**src/hdl/suss_pkg.sv**
```systemverilog
// shared types, codes and defaults of the stream universe send scheduler
// no dependencies; used by every module of the block except suss_ram
package suss_pkg;

	localparam int NUM_SLOTS_DEF       = 16;
	localparam int SEQ_GROUP_COUNT_DEF = 16;

	localparam int UNI_W      = 16;
	localparam int GRP_IN_W   = 4;
	localparam int SLOT_IN_W  = 4;
	localparam int SEQ_W      = 8;
	localparam int ELAPSED_W  = 16;
	localparam int INTERVAL_W = 16;
	localparam int TICK_W     = 10;
	localparam int CFG_IDX_W  = 4;
	localparam int CFG_DATA_W = 16;

	localparam logic [1:0] REPEAT_LIMIT = 2'd3;
	localparam logic [1:0] TERM_LIMIT   = 2'd3;

	localparam logic [INTERVAL_W-1:0] INTERVAL_RST = 16'd850;
	localparam logic [TICK_W-1:0]     TICK_RST     = 10'd10;

	localparam logic [CFG_IDX_W-1:0] CFG_SEND_INTERVAL = 4'd0;
	localparam logic [CFG_IDX_W-1:0] CFG_TICK_PERIOD   = 4'd1;

	typedef enum logic [1:0] {
		CMD_CREATE = 2'd0,
		CMD_DIRTY  = 2'd1,
		CMD_TERM   = 2'd2,
		CMD_TICK   = 2'd3
	} cmd_t;

	typedef enum logic [1:0] {
		CS_OK   = 2'd0,
		CS_ZERO = 2'd1,
		CS_FULL = 2'd2
	} create_status_t;

	typedef enum logic {
		KIND_REPLY = 1'b0,
		KIND_SEND  = 1'b1
	} kind_t;

	typedef struct packed {
		cmd_t                 cmd;
		logic [SLOT_IN_W-1:0] slot;
		logic [UNI_W-1:0]     universe_number;
		logic [GRP_IN_W-1:0]  seq_group;
		logic                 skip_repeats;
	} item_t;

	typedef struct packed {
		kind_t                kind;
		logic [SLOT_IN_W-1:0] out_slot;
		logic [UNI_W-1:0]     out_universe;
		logic [SEQ_W-1:0]     sequence_res;
		logic                 terminating;
		create_status_t       status;
		logic                 last;
	} result_t;

	// one slot table entry
	typedef struct packed {
		logic [UNI_W-1:0]     universe;
		logic [GRP_IN_W-1:0]  group;
		logic                 no_inactivity;
		logic                 dirty;
		logic                 ever_dirty;
		logic [1:0]           repeat_count;
		logic [ELAPSED_W-1:0] elapsed;
		logic                 terminated;
		logic [1:0]           term_sends;
	} slot_word_t;

	typedef struct packed {
		logic           latch;
		logic           create_wr;
		logic           reply;
		create_status_t status;
		logic           rmw_rd;
		logic           rmw_wr;
		logic           walk_rd;
		logic           flush;
	} ctl_t;

	typedef struct packed {
		logic uni_zero;
		logic slot_free;
		logic walk_busy;
	} sts_t;

endpackage

```
**src/hdl/suss_ram.sv**
```systemverilog
// generic single write port, single read port ram with registered read
// no dependencies
module suss_ram #(
	parameter int WIDTH = 8,
	parameter int DEPTH = 16
) (
	input  logic                                 clk,
	input  logic                                 wr_en,
	input  logic [(DEPTH > 1 ? $clog2(DEPTH) : 1)-1:0] wr_addr,
	input  logic [WIDTH-1:0]                     wr_data,
	input  logic [(DEPTH > 1 ? $clog2(DEPTH) : 1)-1:0] rd_addr,
	output logic [WIDTH-1:0]                     rd_data
);

	logic [WIDTH-1:0] mem_q [DEPTH];

	// read returns the old contents on a same-address write
	always_ff @(posedge clk) begin
		if (wr_en) begin
			mem_q[wr_addr] <= wr_data;
		end
		rd_data <= mem_q[rd_addr];
	end

endmodule

```
**src/hdl/suss_ctrl.sv**
```systemverilog
// controller state machine of the send scheduler: sequences create scans,
// flag updates and the tick walk; depends on suss_pkg
module suss_ctrl #(
	parameter int NUM_SLOTS = suss_pkg::NUM_SLOTS_DEF,
	parameter int SLOT_W    = 4
) (
	input  logic               clk,
	input  logic               arst_n,
	input  logic               start,
	input  suss_pkg::cmd_t     cmd,
	input  suss_pkg::sts_t     sts,
	output logic               busy,
	output suss_pkg::ctl_t     ctl,
	output logic [SLOT_W-1:0]  idx
);
	import suss_pkg::*;

	typedef enum logic [6:0] {
		ST_IDLE   = 7'b0000001,
		ST_SCAN   = 7'b0000010,
		ST_RMW_RD = 7'b0000100,
		ST_RMW_WR = 7'b0001000,
		ST_WALK   = 7'b0010000,
		ST_DRAIN  = 7'b0100000,
		ST_FLUSH  = 7'b1000000
	} state_t;

	localparam logic [SLOT_W-1:0] LAST_IDX = SLOT_W'(NUM_SLOTS - 1);

	state_t            state_q, state_d;
	logic [SLOT_W-1:0] cnt_q, cnt_d;

	always_comb begin
		ctl     = '0;
		ctl.status = CS_OK;
		state_d = state_q;
		cnt_d   = cnt_q;
		case (state_q)
			ST_IDLE: begin
				if (start) begin
					ctl.latch = 1'b1;
					cnt_d     = '0;
					case (cmd)
						CMD_CREATE:          state_d = ST_SCAN;
						CMD_DIRTY, CMD_TERM: state_d = ST_RMW_RD;
						CMD_TICK:            state_d = ST_WALK;
						default:             state_d = ST_IDLE;
					endcase
				end
			end
			ST_SCAN: begin
				if (sts.uni_zero) begin
					ctl.reply  = 1'b1;
					ctl.status = CS_ZERO;
					state_d    = ST_IDLE;
				end else if (sts.slot_free) begin
					ctl.create_wr = 1'b1;
					ctl.reply     = 1'b1;
					ctl.status    = CS_OK;
					state_d       = ST_IDLE;
				end else if (cnt_q == LAST_IDX) begin
					ctl.reply  = 1'b1;
					ctl.status = CS_FULL;
					state_d    = ST_IDLE;
				end else begin
					cnt_d = cnt_q + 1'b1;
				end
			end
			ST_RMW_RD: begin
				ctl.rmw_rd = 1'b1;
				state_d    = ST_RMW_WR;
			end
			ST_RMW_WR: begin
				ctl.rmw_wr = 1'b1;
				state_d    = ST_IDLE;
			end
			ST_WALK: begin
				ctl.walk_rd = 1'b1;
				if (cnt_q == LAST_IDX) begin
					state_d = ST_DRAIN;
				end else begin
					cnt_d = cnt_q + 1'b1;
				end
			end
			ST_DRAIN: begin
				if (!sts.walk_busy) begin
					state_d = ST_FLUSH;
				end
			end
			ST_FLUSH: begin
				ctl.flush = 1'b1;
				state_d   = ST_IDLE;
			end
			default: begin
				state_d = ST_IDLE;
			end
		endcase
	end

	always_ff @(posedge clk or negedge arst_n) begin
		if (!arst_n) begin
			state_q <= ST_IDLE;
			cnt_q   <= '0;
		end else begin
			state_q <= state_d;
			cnt_q   <= cnt_d;
		end
	end

	assign busy = (state_q != ST_IDLE);
	assign idx  = cnt_q;

endmodule

```
**src/hdl/suss_dpath.sv**
```systemverilog
// datapath of the send scheduler: slot table, sequence counters, the
// two-stage walk pipeline and the result register; depends on suss_pkg, suss_ram
module suss_dpath #(
	parameter int NUM_SLOTS       = suss_pkg::NUM_SLOTS_DEF,
	parameter int SEQ_GROUP_COUNT = suss_pkg::SEQ_GROUP_COUNT_DEF,
	parameter int SLOT_W          = 4
) (
	input  logic                                clk,
	input  logic                                arst_n,
	input  suss_pkg::item_t                     item,
	input  suss_pkg::ctl_t                      ctl,
	input  logic [SLOT_W-1:0]                   idx,
	output suss_pkg::sts_t                      sts,
	input  logic                                cfg_valid,
	input  logic [suss_pkg::CFG_IDX_W-1:0]      cfg_index,
	input  logic [suss_pkg::CFG_DATA_W-1:0]     cfg_data,
	output logic                                result_strobe,
	output suss_pkg::result_t                   result
);
	import suss_pkg::*;

	localparam int GRP_W  = (SEQ_GROUP_COUNT > 1) ? $clog2(SEQ_GROUP_COUNT) : 1;
	localparam int WORD_W = $bits(slot_word_t);

	// configuration
	logic [INTERVAL_W-1:0] interval_q;
	logic [TICK_W-1:0]     tick_q;

	always_ff @(posedge clk or negedge arst_n) begin
		if (!arst_n) begin
			interval_q <= INTERVAL_RST;
			tick_q     <= TICK_RST;
		end else if (cfg_valid) begin
			if (cfg_index == CFG_SEND_INTERVAL) begin
				interval_q <= cfg_data[INTERVAL_W-1:0];
			end else if (cfg_index == CFG_TICK_PERIOD) begin
				tick_q <= cfg_data[TICK_W-1:0];
			end
		end
	end

	// latched item
	item_t item_q;

	always_ff @(posedge clk) begin
		if (ctl.latch) begin
			item_q <= item;
		end
	end

	logic [SLOT_W-1:0]   s_idx;
	logic [GRP_IN_W-1:0] grp_red;
	logic                rmw_ok;

	assign s_idx = SLOT_W'(item_q.slot);

	// group number reduced by the group count, as a small constant table
	always_comb begin
		grp_red = '0;
		for (int k = 0; k < (1 << GRP_IN_W); k++) begin
			if (item_q.seq_group == GRP_IN_W'(k)) begin
				grp_red = GRP_IN_W'(k % SEQ_GROUP_COUNT);
			end
		end
	end

	// slot table in-use bits
	logic [NUM_SLOTS-1:0] in_use_q;

	assign rmw_ok = (32'(item_q.slot) < NUM_SLOTS) && in_use_q[s_idx];

	// slot table ram
	logic              slot_wr_en;
	logic [SLOT_W-1:0] slot_wr_addr;
	slot_word_t        slot_wr_data;
	logic [SLOT_W-1:0] slot_rd_addr;
	slot_word_t        slot_rd_data;

	suss_ram #(
		.WIDTH (WORD_W),
		.DEPTH (NUM_SLOTS)
	) u_slot_ram (
		.clk     (clk),
		.wr_en   (slot_wr_en),
		.wr_addr (slot_wr_addr),
		.wr_data (slot_wr_data),
		.rd_addr (slot_rd_addr),
		.rd_data (slot_rd_data)
	);

	// sequence counter ram
	logic             grp_wr_en;
	logic [GRP_W-1:0] grp_wr_addr;
	logic [SEQ_W-1:0] grp_wr_data;
	logic [GRP_W-1:0] grp_rd_addr;
	logic [SEQ_W-1:0] grp_rd_data;

	suss_ram #(
		.WIDTH (SEQ_W),
		.DEPTH (SEQ_GROUP_COUNT)
	) u_seq_ram (
		.clk     (clk),
		.wr_en   (grp_wr_en),
		.wr_addr (grp_wr_addr),
		.wr_data (grp_wr_data),
		.rd_addr (grp_rd_addr),
		.rd_data (grp_rd_data)
	);

	// walk stage 1: slot entry arrives, decide and build the updated entry
	logic              v_s1_q;
	logic [SLOT_W-1:0] idx_s1;

	logic                 use_s1;
	logic                 free_s1;
	logic                 live_s1;
	logic                 go_s1;
	logic [ELAPSED_W:0]   aged_sum;
	logic [ELAPSED_W-1:0] aged;
	slot_word_t           upd_s1;

	always_comb begin
		use_s1   = in_use_q[idx_s1];
		free_s1  = use_s1 && (slot_rd_data.term_sends == TERM_LIMIT);
		live_s1  = use_s1 && !free_s1;
		aged_sum = {1'b0, slot_rd_data.elapsed} + (ELAPSED_W+1)'(tick_q);
		aged     = aged_sum[ELAPSED_W] ? '1 : aged_sum[ELAPSED_W-1:0];
		go_s1    = live_s1 && (slot_rd_data.dirty || (slot_rd_data.ever_dirty &&
			((!slot_rd_data.no_inactivity && slot_rd_data.repeat_count != REPEAT_LIMIT) ||
			 aged >= interval_q)));

		upd_s1         = slot_rd_data;
		upd_s1.elapsed = aged;
		if (go_s1) begin
			upd_s1.dirty   = 1'b0;
			upd_s1.elapsed = '0;
			if (slot_rd_data.dirty) begin
				upd_s1.repeat_count = '0;
			end else if (slot_rd_data.repeat_count != REPEAT_LIMIT) begin
				upd_s1.repeat_count = slot_rd_data.repeat_count + 1'b1;
			end
			if (slot_rd_data.terminated) begin
				upd_s1.term_sends = slot_rd_data.term_sends + 1'b1;
			end
		end
	end

	assign grp_rd_addr = GRP_W'(slot_rd_data.group);

	// walk stage 2: sequence number arrives, emit and write back
	logic              v_s2_q;
	logic              live_s2;
	logic              go_s2;
	logic [SLOT_W-1:0] idx_s2;
	slot_word_t        word_s2;
	logic [GRP_W-1:0]  grp_s2;

	logic [SEQ_GROUP_COUNT-1:0] grp_valid_q;
	logic                       fwd_v_q;
	logic [GRP_W-1:0]           fwd_grp_q;
	logic [SEQ_W-1:0]           fwd_seq_q;
	logic [SEQ_W-1:0]           seq_s2;

	// the counter written for the preceding slot is not yet visible in the ram read
	always_comb begin
		if (fwd_v_q && fwd_grp_q == grp_s2) begin
			seq_s2 = fwd_seq_q;
		end else if (grp_valid_q[grp_s2]) begin
			seq_s2 = grp_rd_data;
		end else begin
			seq_s2 = '0;
		end
	end

	assign grp_wr_en   = v_s2_q && go_s2;
	assign grp_wr_addr = grp_s2;
	assign grp_wr_data = seq_s2 + 1'b1;

	always_ff @(posedge clk) begin
		idx_s1    <= idx;
		idx_s2    <= idx_s1;
		live_s2   <= live_s1;
		go_s2     <= go_s1;
		word_s2   <= upd_s1;
		grp_s2    <= grp_rd_addr;
		fwd_grp_q <= grp_s2;
		fwd_seq_q <= grp_wr_data;
	end

	always_ff @(posedge clk or negedge arst_n) begin
		if (!arst_n) begin
			v_s1_q      <= 1'b0;
			v_s2_q      <= 1'b0;
			fwd_v_q     <= 1'b0;
			grp_valid_q <= '0;
		end else begin
			v_s1_q  <= ctl.walk_rd;
			v_s2_q  <= v_s1_q;
			fwd_v_q <= grp_wr_en;
			if (grp_wr_en) begin
				grp_valid_q[grp_s2] <= 1'b1;
			end
		end
	end

	// in-use bits: set by create, cleared when the walk frees a slot
	always_ff @(posedge clk or negedge arst_n) begin
		if (!arst_n) begin
			in_use_q <= '0;
		end else begin
			if (ctl.create_wr) begin
				in_use_q[idx] <= 1'b1;
			end
			if (v_s1_q && free_s1) begin
				in_use_q[idx_s1] <= 1'b0;
			end
		end
	end

	// slot ram ports
	slot_word_t new_word;
	slot_word_t flag_word;

	always_comb begin
		new_word               = '0;
		new_word.universe      = item_q.universe_number;
		new_word.group         = grp_red;
		new_word.no_inactivity = item_q.skip_repeats;

		flag_word = slot_rd_data;
		if (item_q.cmd == CMD_DIRTY) begin
			flag_word.dirty      = 1'b1;
			flag_word.ever_dirty = 1'b1;
		end else begin
			flag_word.terminated = 1'b1;
		end

		slot_rd_addr = ctl.rmw_rd ? s_idx : idx;

		slot_wr_en   = v_s2_q && live_s2;
		slot_wr_addr = idx_s2;
		slot_wr_data = word_s2;
		if (ctl.create_wr) begin
			slot_wr_en   = 1'b1;
			slot_wr_addr = idx;
			slot_wr_data = new_word;
		end else if (ctl.rmw_wr && rmw_ok) begin
			slot_wr_en   = 1'b1;
			slot_wr_addr = s_idx;
			slot_wr_data = flag_word;
		end
	end

	// results: a send is held back in a register so that the last one can be marked
	result_t reply_res;
	result_t send_res;
	result_t last_res;
	result_t held_q;
	logic    held_v_q;
	logic    emit_send;
	logic    emit_flush;

	always_comb begin
		reply_res          = '0;
		reply_res.kind     = KIND_REPLY;
		reply_res.out_slot = (ctl.status == CS_OK) ? SLOT_IN_W'(idx) : '0;
		reply_res.status   = ctl.status;
		reply_res.last     = 1'b1;

		send_res              = '0;
		send_res.kind         = KIND_SEND;
		send_res.out_slot     = SLOT_IN_W'(idx_s2);
		send_res.out_universe = word_s2.universe;
		send_res.sequence_res = seq_s2;
		send_res.terminating  = word_s2.terminated;
		send_res.status       = CS_OK;

		last_res      = held_q;
		last_res.last = 1'b1;
	end

	assign emit_send  = v_s2_q && go_s2;
	assign emit_flush = ctl.flush && held_v_q;

	always_ff @(posedge clk or negedge arst_n) begin
		if (!arst_n) begin
			result_strobe <= 1'b0;
			held_v_q      <= 1'b0;
		end else begin
			result_strobe <= ctl.reply || (emit_send && held_v_q) || emit_flush;
			if (emit_send) begin
				held_v_q <= 1'b1;
			end else if (ctl.flush) begin
				held_v_q <= 1'b0;
			end
		end
	end

	always_ff @(posedge clk) begin
		if (ctl.reply) begin
			result <= reply_res;
		end else if (emit_send) begin
			result <= held_q;
		end else if (emit_flush) begin
			result <= last_res;
		end
		if (emit_send) begin
			held_q <= send_res;
		end
	end

	assign sts.uni_zero  = (item_q.universe_number == '0);
	assign sts.slot_free = !in_use_q[idx];
	assign sts.walk_busy = v_s1_q || v_s2_q;

endmodule

```
**src/hdl/stream_universe_send_scheduler.sv**
```systemverilog
// stream universe send scheduler, top level; depends on suss_pkg, suss_ctrl, suss_dpath
// create: reply strobed when the free-slot scan ends
// tick: busy for the walk, drain and flush (one slot per cycle through a two-stage walk)
// dirty and terminate: busy for a read-modify-write of one slot table entry
// results are strobed for one cycle each; the receiver cannot stall
// reset: asynchronous, active low; slot table empty, counters and sequence numbers zero
module stream_universe_send_scheduler #(
	parameter int NUM_SLOTS       = suss_pkg::NUM_SLOTS_DEF,
	parameter int SEQ_GROUP_COUNT = suss_pkg::SEQ_GROUP_COUNT_DEF
) (
	input  logic                            clk,
	input  logic                            arst_n,
	input  logic                            start,
	output logic                            busy,
	input  suss_pkg::item_t                 item,
	output logic                            result_strobe,
	output suss_pkg::result_t               result,
	input  logic                            cfg_valid,
	output logic                            cfg_ready,
	input  logic [suss_pkg::CFG_IDX_W-1:0]  cfg_index,
	input  logic [suss_pkg::CFG_DATA_W-1:0] cfg_data
);
	import suss_pkg::*;

	localparam int SLOT_W = (NUM_SLOTS > 1) ? $clog2(NUM_SLOTS) : 1;

	ctl_t              ctl;
	sts_t              sts;
	logic [SLOT_W-1:0] idx;

	assign cfg_ready = 1'b1;

	suss_ctrl #(
		.NUM_SLOTS (NUM_SLOTS),
		.SLOT_W    (SLOT_W)
	) u_ctrl (
		.clk    (clk),
		.arst_n (arst_n),
		.start  (start),
		.cmd    (item.cmd),
		.sts    (sts),
		.busy   (busy),
		.ctl    (ctl),
		.idx    (idx)
	);

	suss_dpath #(
		.NUM_SLOTS       (NUM_SLOTS),
		.SEQ_GROUP_COUNT (SEQ_GROUP_COUNT),
		.SLOT_W          (SLOT_W)
	) u_dpath (
		.clk           (clk),
		.arst_n        (arst_n),
		.item          (item),
		.ctl           (ctl),
		.idx           (idx),
		.sts           (sts),
		.cfg_valid     (cfg_valid && cfg_ready),
		.cfg_index     (cfg_index),
		.cfg_data      (cfg_data),
		.result_strobe (result_strobe),
		.result        (result)
	);

endmodule
```
**config.mk**
```make
export PLATFORM = sky130hd
export DESIGN_NAME = stream_universe_send_scheduler
export DESIGN_NICKNAME = d
export VERILOG_FILES = /design/src/hdl/suss_pkg.sv /design/src/hdl/suss_ram.sv /design/src/hdl/suss_ctrl.sv /design/src/hdl/suss_dpath.sv /design/src/hdl/stream_universe_send_scheduler.sv
export SDC_FILE = /design/constraint.sdc
export NUM_CORES = 1
export LEC_CHECK = 0
export ABC_AREA = 1
export BUFFER_PORTS_ARGS = -buffer_cell sky130_fd_sc_hd__clkbuf_2
export CAP_MARGIN = 20
export CELL_PAD_IN_SITES_DETAIL_PLACEMENT = 1
export CELL_PAD_IN_SITES_GLOBAL_PLACEMENT = 2
export CORE_ASPECT_RATIO = 1.5
export CORE_MARGIN = 2
export CORE_UTILIZATION = 40
export DETAILED_ROUTE_END_ITERATION = 12
export PLACE_DENSITY_LB_ADDON = 0.08
export RECOVER_POWER = 50
export SETUP_SLACK_MARGIN = 0.3
export SLEW_MARGIN = 5
export SYNTH_ARGS = -nofsm -noshare
export SYNTH_HDL_FRONTEND = slang
export SYNTH_SLANG_ARGS = --single-unit
export TNS_END_PERCENT = 10
```
**constraint.sdc**
```tcl
create_clock -name clk -period 5.32 [get_ports clk]
set_input_delay 0 -clock clk [delete_from_list [all_inputs] [get_ports clk]]
set_output_delay 0 -clock clk [all_outputs]
set_load 0.01 [all_outputs]
```
==> run_results.csv, run 1 <==
group,metric,value,unit
status,status,"complete, but fails checks",
status,failed_checks,"max-capacitance violations, max-slew violations",
critical_path,start_kind,"flip-flop",
critical_path,max_stage_delay,1040,ps
hold_path,min_from,"cfg_data[13]",
grt,gr-total-overflow,0,
clock_tree,tritoncts,"yes",
finish,final_common_cell,"nand2_1",
clock_tree,post_cts_buffers,0,
critical_path,path_cells,"clkbuf_1, o211ai_1, nand2_1, nand2_1, nand2_1, nor2_1, nand3_1, inv_1, clkbuf_2, nand2_1, o31ai_2, buf_4",
grt,grt_pass1_vias,31252,
die,dieWidth,281.2,um
detailed_routing,viasPerCell,5.115,
sta,fin_tns_setup,0,ps
power_and_ir_drop,vdd_ir_drop_max,558.3,uV
synthesis,netlist_instances,4227,
placement,gp_congestion,0.8367,
finish,final_cell_mix,"nand2_1 (1363), edfxtp_1 (894), inv_1 (361)",
synthesis,async_flop_share,6.649,%
grt,track_usage,22.98,%
synthesis,synth.yosys.warnings,0,
grt,grt_pass1_wl,201.7,mm
detailed_routing,dr.pass1.iters,5,
grt,busiest_layer,"met2",
clock_tree,holdBufCountCts,73,
clock_tree,clock_latency,720,ps
clock_tree,cts_root_buf,"clkbuf_16",
detailed_routing,wl_per_cell,22.31,um
sta,hold_violations,0,
clock_tree,clkTransAtPathRegs,60,ps
placement,dp.cells,5741,
sta,slew_viol_final,339,
synthesis,ys_types,57,
critical_path,cp_data_required_time,5880,ps
finish,fillers,12393,
detailed_routing,drc,0,
synthesis,avgSynthCellArea,10.91,sq um
placement,place_area,48590,sq um
grt,grt_antenna_before_repair,6,
detailed_routing,vias,30813,
critical_path,worst_path_most_repeated_cell,"nand2_1",
synthesis,synth_ff_type,"edfxtp_1",
sta,rsz0062_at_grt,"false",
detailed_routing,drt-total-wl,134.4,mm
sta,max_freq,212.2,MHz
critical_path,cp_max_fo,51,
sta,finClkSkew,18.05,ps
synthesis,synth_edf_count,894,
critical_path,endpoint_kind,"flip-flop",
die,num_io_pins,87,
power_and_ir_drop,pwr_density_cell,518.6,nW/um^2
finish,area_delta_synth_final,14.32,%
grt,use_met2,40.15,%
sta,worstMarginPinSlew,3047,ps
critical_path,crit_path_top_delay_cell,"clkbuf_2",
die,die-area,118100,sq um
die,initial_core_util,40.28,%
finish,drive_gt1_share,7.919,%
sta,whs,85.91,ps
sta,relSlewSlack,-103.9,%
clock_tree,cts_buffers,109,
job,cap_violations,9,
finish,nNetsFinal,4476,
grt,use_met1,29.85,%
placement,numPortBuffers,85,
clock_tree,cts_resized,0,
die,die_h,419.9,um
sta,fin_crit,4712,ps
synthesis,netlist_area,46120,sq um
placement,dp_hpwl,80.88,mm
detailed_routing,drtIter0Drc,2114,
finish,fin_cells,6024,
sta,setup_violations,0,
clock_tree,htreeDepth,3,
synthesis,synth_nets,4313,
power_and_ir_drop,leakage,21.08,nW
clock_tree,clockBufferDepth,3,
critical_path,critPathKind,"flip-flop to flip-flop",
sta,finalCritPeriodShare,88.58,%
critical_path,cp.arrival,5270,ps
synthesis,ys_seq_area_share,68.54,%
clock_tree,cts.sinks,1113,
detailed_routing,ant_nets,0,
die,placementRows,152,
finish,final_area,52720,sq um
die,placeableCoreArea,114500,sq um
hold_path,hold_class,"input pin to flip-flop",
grt,met3_usage,2.480,%
critical_path,critPathLaunch,"u_ctrl.idx[0]$_DFFE_PN0P_",
grt,grt_start_max_net_pins,214,
synthesis,synth_seq_cells,1113,
critical_path,r2r-start,"u_ctrl.idx[0]$_DFFE_PN0P_",
## routing by layer
| metal | part of all wire [%] | routed length, um | vias to the layer above |
|---|---|---|---|
| met5 | 0 | 0 | - |
| li1 | - | - | 14656 |
| met4 | 2.6 | 3499 | 0 |
| met3 | 3.1 | 4161 | 170 |
| met1 | 44 | 58980 | 15524 |
| met2 | 50 | 67780 | 463 |
## report_power, final
group | leakage [nW] | internal, mW | switching [mW]
logic | 8.70 | 2.12 | 5.39
registers | 10.6 | 11.1 | 0.586
clock network | 1.82 | 4.72 | 3.39
total | 21.1 | 18.0 | 9.36
## cell families (layout without fill, tap and decap cells)
kind of cell	Yosys count	after routing	synth area share (%)
simple gates	1934	1934	17.16
flops	1113	1113	68.54
buf+inv	580	836	5.678
compound gates	517	517	6.666
fa+ha+maj	35	35	0.9658
mux	32	32	0.6945
xor+xnor	15	15	0.2849
other cells	1	2	0.008131
## worst paths after layout
kind	end	slack [ps]	depth (start not counted)
worst max-delay path	u_dpath.u_slot_ram.mem_q[11][40]$_DFFE_PP_	610	12
worst min-delay path	u_dpath.interval_q[13]$_DFFE_PN0P_	90	4
worst max register to register	u_dpath.u_slot_ram.mem_q[11][40]$_DFFE_PP_	610	12
worst min register to register	u_dpath.send_res[13]$_DFF_P_	350	0
max in group asynchronous	u_dpath.tick_q[6]$_DFFE_PN0P_	2470	4
min in group asynchronous	u_ctrl.state_q[0]$_DFFE_PN1P_	470	3
## flip-flops by register name, summed over array words and instances, names as in the netlist, 16 cells and up
| name | flops |
|---|---|
| u_dpath.in_use_q | 16 |
| u_dpath.u_slot_ram.mem_q | 704 |
| u_dpath.item_q | 23 |
| u_dpath.u_slot_ram.rd_data | 44 |
| u_dpath.result | 33 |
| u_dpath.send_res | 17 |
| u_dpath.u_seq_ram.mem_q | 128 |
| u_dpath.grp_valid_q | 16 |
| u_dpath.held_q | 29 |
| u_dpath.interval_q | 16 |
| u_dpath.word_s2 | 27 |
## per-stage QoR
| stage | util (%) | setup slack (ps) | power, mW |
|---|---|---|---|
| 6_report | 46.05 | 607.5 | 27.35 |
| 5_1_grt | 46.05 | 213.9 | 28.89 |
| 3_3_place_gp | 42.40 | 855.5 | 19.43 |
| 3_5_place_dp | 42.44 | 828.0 | 19.55 |
| 4_1_cts | 46.35 | 812.6 | 27.76 |
| 2_1_floorplan | - | 1298 | 16.76 |
## cell usage after synthesis (12+ instances only)
| cell | number | area [sq um] |
|---|---|---|
| nor2_1 | 177 | 664.4 |
| o21ai_0 | 188 | 940.9 |
| nand3_1 | 339 | 1697 |
| dfxtp_1 | 145 | 2903 |
| a21oi_1 | 96 | 480.5 |
| nand2_1 | 1360 | 5105 |
| buf_4 | 16 | 120.1 |
| xor2_1 | 12 | 105.1 |
| dfrtp_1 | 66 | 1652 |
| ha_1 | 34 | 425.4 |
| o21ai_1 | 44 | 220.2 |
| inv_1 | 357 | 1340 |
| buf_6 | 33 | 371.6 |
| o31ai_1 | 34 | 255.2 |
| o211ai_1 | 123 | 923.4 |
| buf_2 | 85 | 425.4 |
| nand4_1 | 13 | 81.33 |
| mux2i_1 | 32 | 320.3 |
| edfxtp_1 | 894 | 26850 |
| clkbuf_1 | 66 | 247.7 |
## critical path: cells and delay by family, from the launching register on
family / cells / cell delay (ps)
flip-flops: 1 / 530
AND/OR/NAND/NOR: 6 / 1250
buffers and inverters: 4 / 2100
AO/OA/AOI/OAI: 2 / 580
## area by class of cell
class | count | area, sq um | area share [%]
timing repair buffer | 261 | 2057 | 3.901
inverter | 371 | 1400 | 2.655
clock inverter | 53 | 650.6 | 1.234
antenna | 1 | 2.502 | 0.004746
sequential | 1113 | 31610 | 59.95
multi-input combinational | 2534 | 12000 | 22.76
clock buffer | 151 | 3079 | 5.840
tap | 1540 | 1927 | 3.655
Note: power is estimated with default switching activity, not from simulation.
==> inputs of run 2 (changes only) <==
--- a/config.mk
+++ b/config.mk
@@ -16,6 +16,7 @@
 export DETAILED_ROUTE_END_ITERATION = 12
 export PLACE_DENSITY_LB_ADDON = 0.08
 export RECOVER_POWER = 50
+export REMOVE_ABC_BUFFERS = 1
 export SETUP_SLACK_MARGIN = 0.3
 export SLEW_MARGIN = 5
 export SYNTH_ARGS = -nofsm -noshare
==> run 2 against run 1 <==
Global-route usage rose by 0.50 points. Die area unchanged. Combinational power is 2% lower. Non-clock buffer count increased by 1. Register-to-register slack worse by 50 ps. Fmax is 1.1% lower. Utilization down 0.056 points. Worst setup slack lost 54 ps. Power fell by 0.70%. The run still ends with max-capacitance violations, max-slew violations left. Sequential power barely moved. Sequential share of layout area is 0.073 points higher.
==> run_results.csv, run 2 (synthesis results as in run 1) <==
group,metric,value,unit
finish,top_register,"u_dpath.u_slot_ram.mem_q",
finish,fillers,12340,
critical_path,max_stage_delay,860,ps
sta,slew_viol_final,365,
critical_path,cp_data_required_time,5730,ps
die,die-area,118100,sq um
critical_path,path_cells,"inv_1, nor2_1, o21ai_0, nand2_1, nand2_1, nor2_1, nand3_4, clkinvlp_2, clkbuf_2, nand2_1, o31ai_1, clkbuf_1",
finish,final_cell_mix,"nand2_1 (1363), edfxtp_1 (894), inv_1 (362)",
placement,dp_slack,818.6,ps
placement,place_area,48440,sq um
finish,fin_util,46.00,%
critical_path,endpoint_kind,"flip-flop",
clock_tree,cts.sinks,1113,
sta,finClkSkew,33.19,ps
power_and_ir_drop,leakage,21.04,nW
job,cap_violations,9,
clock_tree,clockBufferDepth,3,
grt,grt_antenna_before_repair,3,
sta,fin_crit,4766,ps
sta,finalCritPeriodShare,89.59,%
power_and_ir_drop,pwr_density_cell,515.6,nW/um^2
placement,numPortBuffers,85,
critical_path,cp.arrival,5180,ps
die,dieWidth,281.2,um
power_and_ir_drop,vdd_ir_drop_max,407.7,uV
finish,final_area,52660,sq um
grt,grt_pass1_vias,31936,
finish,drive_gt1_share,7.601,%
die,num_io_pins,87,
status,failed_checks,"max-capacitance violations, max-slew violations",
detailed_routing,drt-total-wl,137.6,mm
sta,hold_violations,0,
finish,fin_cells,6026,
critical_path,start_kind,"flip-flop",
detailed_routing,dr.pass1.iters,5,
hold_path,hold_class,"input pin to flip-flop",
sta,worstMarginPinSlew,3537,ps
detailed_routing,vias,30952,
detailed_routing,drc,0,
critical_path,crit_path_top_delay_cell,"dfrtp_1",
clock_tree,htreeDepth,3,
sta,fin_tns_setup,0,ps
finish,final_common_cell,"nand2_1",
sta,fin_ws,554.0,ps
sta,relSlewSlack,-135.8,%
clock_tree,clkTransAtPathRegs,70,ps
detailed_routing,ant_nets,0,
grt,grt_start_max_net_pins,167,
sta,max_freq,209.8,MHz
status,status,"complete, but fails checks",
die,die_h,419.9,um
detailed_routing,wl_per_cell,22.84,um
placement,gp_congestion,0.8213,
finish,nNetsFinal,4476,
placement,dp.cells,5737,
detailed_routing,drtIter0Drc,1943,
critical_path,worst_path_most_repeated_cell,"nand2_1",
clock_tree,clock_latency,730,ps
finish,largest_register_ffs,704,
grt,grt_pass1_wl,204.6,mm
sta,setup_violations,0,
grt,gr-total-overflow,0,
clock_tree,cts_resized,0,
clock_tree,cts_buffers,108,
finish,largestRegisters,"u_dpath.u_slot_ram.mem_q (704), u_dpath.u_seq_ram.mem_q (128), u_dpath.u_slot_ram.rd_data (44)",
die,placementRows,152,
critical_path,cp_max_fo,43,
finish,area_delta_synth_final,14.19,%
clock_tree,cts_root_buf,"clkbuf_16",
detailed_routing,viasPerCell,5.136,
finish,n_antenna_cell,0,
critical_path,critPathKind,"flip-flop to flip-flop",
sta,whs,69.00,ps
sta,rsz0062_at_grt,"false",
placement,dp_hpwl,79.07,mm
power_and_ir_drop,p_total,27.15,mW
clock_tree,tritoncts,"yes",
die,initial_core_util,40.28,%
grt,track_usage,23.48,%
die,placeableCoreArea,114500,sq um
-- run 2: cell types whose count changed in the layout (fill, tap and decap cells not counted), sizes merged --
cell         before  now
clkbuf          273  286
clkinv           36   29
inv             369  373
bufinv           14   11
dlygate4sd3      72   70
buf              67   66
clkinvlp          5    4
diode             1    0
-- run 2: final cells by class --
type | instances | area, sq um | share of cell area (%)
clock inverters | 46 | 586.8 | 1.114
clock buffers | 160 | 3144 | 5.971
flip-flops and latches | 1113 | 31610 | 60.03
repair buffers | 262 | 2021 | 3.837
well taps | 1540 | 1927 | 3.659
multi-input cells | 2534 | 11970 | 22.73
inverters | 371 | 1404 | 2.666
-- run 2: path summary, 6_finish.rpt --
check                      slack [ps]                              startpoint  cells after the start                                   endpoint
setup / recovery                  550               u_ctrl.idx[0]$_DFFE_PN0P_                     12  u_dpath.u_slot_ram.mem_q[4][28]$_DFFE_PP_
hold / removal                     70                                item[22]                      2                 u_dpath.s_idx[1]$_DFFE_PP_
setup reg to reg                  550               u_ctrl.idx[0]$_DFFE_PN0P_                     12  u_dpath.u_slot_ram.mem_q[4][28]$_DFFE_PP_
hold reg to reg                   350  u_dpath.u_slot_ram.rd_data[42]$_DFF_P_                      0               u_dpath.send_res[26]$_DFF_P_
max in group asynchronous        2000                                  arst_n                      3         u_dpath.interval_q[12]$_DFFE_PN0P_
min in group asynchronous         660                                  arst_n                      3         u_dpath.grp_valid_q[6]$_DFFE_PN0P_
-- run 2: what timing repair did --
item,CTS,global route
hold endpoints to repair,135,4
hold buffers,65,5
setup buffers,0,0
-- run 2: power by group --
part,internal (mW),switching [mW]
combinational,2.12,5.24
clock,4.65,3.42
sequential,11.1,0.591
-- run 2: layer usage --
layer	GRT usage (%)	vias to the layer above	wire length (um)
li1	-	14661	-
met1	29.26	15606	58770
met2	42.45	494	71110
met3	2.408	191	3866
met4	7.609	0	3881
met5	0	-	0
-- run 2: worst max-delay path: cells and delay by family (launching register included) --
kind	cells	cell delay [ps]
DFF	1	860
AOI/OAI and AO/OA	2	200
buffers and inverters	4	2070
and+or+nand+nor	6	1230
